<file path="config.mk">
export PLATFORM = sky130hd
export DESIGN_NAME = fmlf_counts
export DESIGN_NICKNAME = d
export VERILOG_FILES = /design/src/hdl/fmlf_pkg.sv /design/src/hdl/fmlf_counts.sv
export SDC_FILE = /design/constraint.sdc
export NUM_CORES = 1
export LEC_CHECK = 0
export ABC_AREA = 0
export BUFFER_PORTS_ARGS = -buffer_cell sky130_fd_sc_hd__buf_2
export CORE_ASPECT_RATIO = 0.9
export CORE_MARGIN = 2
export CORE_UTILIZATION = 56
export CTS_BUF_LIST = sky130_fd_sc_hd__clkbuf_4 sky130_fd_sc_hd__clkbuf_8 sky130_fd_sc_hd__clkbuf_16
export CTS_CLUSTER_DIAMETER = 200
export DETAILED_ROUTE_END_ITERATION = 12
export HOLD_SLACK_MARGIN = 0.08
export PLACE_DENSITY = 0.71
export RECOVER_POWER = 25
export SETUP_SLACK_MARGIN = 0.05
export SLEW_MARGIN = 10
export SYNTH_ARGS = -nofsm -noshare
export SYNTH_HDL_FRONTEND = slang
export SYNTH_SLANG_ARGS = --single-unit
</file>
<file path="constraint.sdc">
create_clock -name clk -period 5.6 [get_ports clk]
set_input_delay 1.68 -clock clk [delete_from_list [all_inputs] [get_ports clk]]
set_output_delay 1.68 -clock clk [all_outputs]
set_load 0.05 [all_outputs]
</file>
<file path="src/hdl/fmlf_pkg.sv">
package fmlf_pkg;

    localparam int ADDR_W        = 16;
    localparam int LEN_W         = ADDR_W + 1;
    localparam int SYM_W         = 3;
    localparam int ALPHABET_SIZE = 5;
    localparam int RANK_W        = 16;
    localparam int ENTRY_W       = SYM_W + RANK_W;

    localparam logic [SYM_W-1:0] SYM_LIMIT = SYM_W'(ALPHABET_SIZE);

    // item kinds
    localparam logic [1:0] KIND_LOAD  = 2'd0;
    localparam logic [1:0] KIND_QUERY = 2'd1;
    localparam logic [1:0] KIND_WALK  = 2'd2;

    // result status codes
    localparam logic [1:0] STATUS_OK         = 2'd0;
    localparam logic [1:0] STATUS_NOT_LOADED = 2'd1;
    localparam logic [1:0] STATUS_RANGE      = 2'd2;
    localparam logic [1:0] STATUS_WALK_DONE  = 2'd3;

    typedef struct packed {
        logic [1:0]        kind;
        logic [SYM_W-1:0]  symbol;
        logic [ADDR_W-1:0] index;
        logic              last;
    } item_t;

    typedef struct packed {
        logic [ADDR_W-1:0] lf_value;
        logic [SYM_W-1:0]  code_out;
        logic              walk_last;
        logic [1:0]        status;
    } result_t;

    // count update request from the control to the count unit
    typedef struct packed {
        logic             clear;
        logic             bump;
        logic [SYM_W-1:0] sym;
    } cnt_ctl_t;

endpackage

</file>
<file path="src/hdl/fmlf_counts.sv">
module fmlf_counts
    import fmlf_pkg::*;
(
    input  logic              clk,
    input  logic              rst_n,
    input  cnt_ctl_t          ctl,
    input  logic [SYM_W-1:0]  query_sym,
    output logic [RANK_W-1:0] rank_out,
    output logic [ADDR_W-1:0] base_out
);

    // per-code counts and running prefix sums (codes strictly below)
    logic [LEN_W-1:0] cnt_reg  [ALPHABET_SIZE];
    logic [LEN_W-1:0] cnt_next [ALPHABET_SIZE];
    logic [LEN_W-1:0] base_reg [ALPHABET_SIZE];
    logic [LEN_W-1:0] base_next[ALPHABET_SIZE];

    always_comb
    begin
        for (int c = 0; c < ALPHABET_SIZE; c++)
        begin
            cnt_next[c]  = ctl.clear ? '0 : cnt_reg[c];
            base_next[c] = ctl.clear ? '0 : base_reg[c];
            if (ctl.bump && (SYM_W'(c) == ctl.sym))
            begin
                cnt_next[c] = cnt_next[c] + LEN_W'(1);
            end
            if (ctl.bump && (SYM_W'(c) > ctl.sym))
            begin
                base_next[c] = base_next[c] + LEN_W'(1);
            end
        end
    end

    // rank of the symbol being appended, zero when a new load starts
    always_comb
    begin
        rank_out = '0;
        for (int c = 0; c < ALPHABET_SIZE; c++)
        begin
            if (!ctl.clear && (SYM_W'(c) == ctl.sym))
            begin
                rank_out = cnt_reg[c][RANK_W-1:0];
            end
        end
    end

    always_comb
    begin
        base_out = '0;
        for (int c = 0; c < ALPHABET_SIZE; c++)
        begin
            if (SYM_W'(c) == query_sym)
            begin
                base_out = base_reg[c][ADDR_W-1:0];
            end
        end
    end

    always_ff @(posedge clk or negedge rst_n)
    begin
        if (!rst_n)
        begin
            for (int c = 0; c < ALPHABET_SIZE; c++)
            begin
                cnt_reg[c]  <= '0;
                base_reg[c] <= '0;
            end
        end
        else
        begin
            for (int c = 0; c < ALPHABET_SIZE; c++)
            begin
                cnt_reg[c]  <= cnt_next[c];
                base_reg[c] <= base_next[c];
            end
        end
    end

endmodule

</file>
==> run summary <==
status - finished with violations
failing checks - capacitance limit, slew limit
Post-synth ARST share - 1.000
FF+latch count, synth - 160
Fillers - 1,359
FF+latch area - 0.004004 mm2
Die W - 139.7 um
Seq/Total Area, Yosys - 0.4313
flop2flop setup slack - 3400 ps
number of synthesized flops with an enable pin - 0
final setup fails - 0
via count - 7,645
Mapped Area - 0.009283 mm2
num rows - 44
Nets - 1,041
Post-DRT Antenna Nets - 0
Gates resized, CTS repair - 0
crit start category - primary input
max cap viols - 1
H-tree depth - 4
Post-synth top flop - dfrtp_1
vias in the first global route - 7,126
DP Cell Count - 1,210
Reg power frac - 0.460
post-layout min period - 5039 ps
Final HPWL DP - 15.74 mm
Sw Share - 0.2363
Peak VDD IR - 0.2464 mV
Worst-Margin Slew - 3400 ps
post-synth top area cell - dfrtp_1
final WL - 23.02 mm
multi-input logic area - 0.004943 mm2
DRC - 0
total track usage - 0.2681
Layout Skew - 7.437 ps
Core Area - 0.01619 mm2
combinational cell fraction of total power - 0.063
fin crit share - 0.8999
first-pass GRT wire length - 37.74 mm
cts hold-fix bufs - 0
metal2 WL - 9.819 mm
CTS tree - yes
Mean Syn Cell Area - 9.200 um2
Setup Buffers After CTS - 0
GPL Wtd Cong - 0.9040
Cell Count, Final, Fillers Out - 1,243
worst skew pair latency - 440 ps
Crit path required time - 3920 ps
largest net degree at the start of global routing - 151
share of cells above drive strength 1 - 0.1140
Leak - 0.004169 uW
clock sink count - 160
Post-Synthesis Cells - 1,009
CP endpoint kind - output port
die area - 0.01762 mm2
Layout area overhead - 10.53%
most frequent cells in the layout - dfrtp_1, nor2_1, xnor2_1, nor2b_1, nand2_1
crit path max fanout - 20
Sw Pwr - 601.5 uW
met3 wire length - 1.777 mm
most common cell after layout, fill and taps aside - dfrtp_1
Crit Path Class - in -> out
Hold WC Path Type - reg -> reg
drt pass-1 iters - 6
CTS Buf Count - 17
deepest clock path buffer count - 2
Pint - 1944 uW
I/O Buffers - 41
synthesized net count - 1,028
Post-Route Setup TNS - 0 ps
highest routed metal layer - met4
CTS Root Cell - clkbuf_16
pwr dens - 248.1 mW/mm2
via/cell ratio - 6.150
initial antenna violation count - 1
total grt overflow - 0
Yosys Warn Count - 0
endpoints failing hold - 0
Clk pin slew, worst setup/hold paths - 70 ps
CP arrival - 3360 ps
Slew headroom - -1.267
initial DRC count - 756
Clock Power Share - 0.477
WL met1 - 11.18 mm
top-area cell type share of the netlist area - 0.4313
Synth cell types - 57
unrepaired setup endpoints after global routing - no
Synth area leaders - dfrtp_1, xnor2_1, nor2b_1
routed length per instance - 18.52 um
Max Clock Freq - 198.4 MHz
IO Pins - 42
final slew viol count - 74
chip height - 126.1 um
starting density of the core - 0.5735
## cells in the mapped netlist, types with 13 or more instances
cell type / count
nand3_1: 36
or3_1: 26
or4_1: 14
xnor2_1: 71
o21ai_0: 46
nor2b_1: 69
nor2_1: 111
a21oi_1: 51
mux2_2: 13
nor3_1: 18
nand2_1: 57
a22oi_1: 17
dfrtp_1: 160
nand4_1: 30
mux2i_1: 15
nand2b_1: 29
inv_1: 25
nand4b_1: 13
o22ai_1: 13
nor4_1: 22
clkbuf_1: 44
## worst max-delay path, cell delays in order
cell and delay (ps):
buf_2 390, nor2b_1 400, buf_4 230, a22oi_1 100, o22ai_1 230, buf_2 310
## cell type report
cell class,instances,share of cell area
Clock buffer,22,0.04634
Multi-Input combinational cell,763,0.4818
Antenna cell,1,0.0002439
Clock inverter,10,0.01317
Timing Repair Buffer,55,0.03378
Inverter,25,0.009146
Tap cell,207,0.02524
Sequential cell,160,0.3902
## logic make-up (layout without fill, tap and decap cells)
kind of cell             Yosys count  count (layout)  synth area share
AO/OA/AOI/OAI                    165             165            0.1105
XOR/XNOR                          83              83           0.07831
adder cells (fa/ha/maj)            9               9           0.01213
buffers and inverters             86             112           0.03828
flip-flops                       160             160            0.4313
multiplexers                      35              35           0.04771
other                              0               1                 0
AND/OR/NAND/NOR                  471             471            0.2817
## power by group through the flow
stage | Combinational, uW | Sequential [uW] | Clock [uW]
2_1_floorplan | 103 | 1190 | 0
3_3_place_gp | 159 | 1190 | 0
3_5_place_dp | 160 | 1190 | 0
4_1_cts | 161 | 1170 | 1230
5_1_grt | 176 | 1170 | 1280
6_report | 161 | 1170 | 1210
## stage by stage
step                      power [uW]  worst slack [ps]  hold slack (ps)  instance area (um2)  utilization
final                           2545             560.5            483.9                10260       0.6339
after global routing            2624             344.4            508.8                10260       0.6339
after CTS                       2557             616.9            483.4                10260       0.6338
after detailed placement        1351             617.8            474.8                 9648       0.5961
after global placement          1350             649.0            469.2                 9648       0.5961
after floorplan                 1291             140.8            446.5                 9296            -
## layer usage
metal  track usage  vias to the layer above
li1              -                     3635
met1        0.4205                     3757
met2        0.3681                      232
met3       0.07110                       21
met4       0.06471                        0
met5             0                        -
## worst paths after layout
path,to,cells past startpoint,from
max,base_out[4],6,query_sym[1]
min,base_reg[32],1,base_reg[32]
max reg2reg,base_reg[31],6,base_reg[17]
min reg2reg,base_reg[32],1,base_reg[32]
max in group asynchronous,cnt_reg[44],1,rst_n
min in group asynchronous,base_reg[44],1,rst_n
No activity file was read; power rests on OpenSTA's default activity.
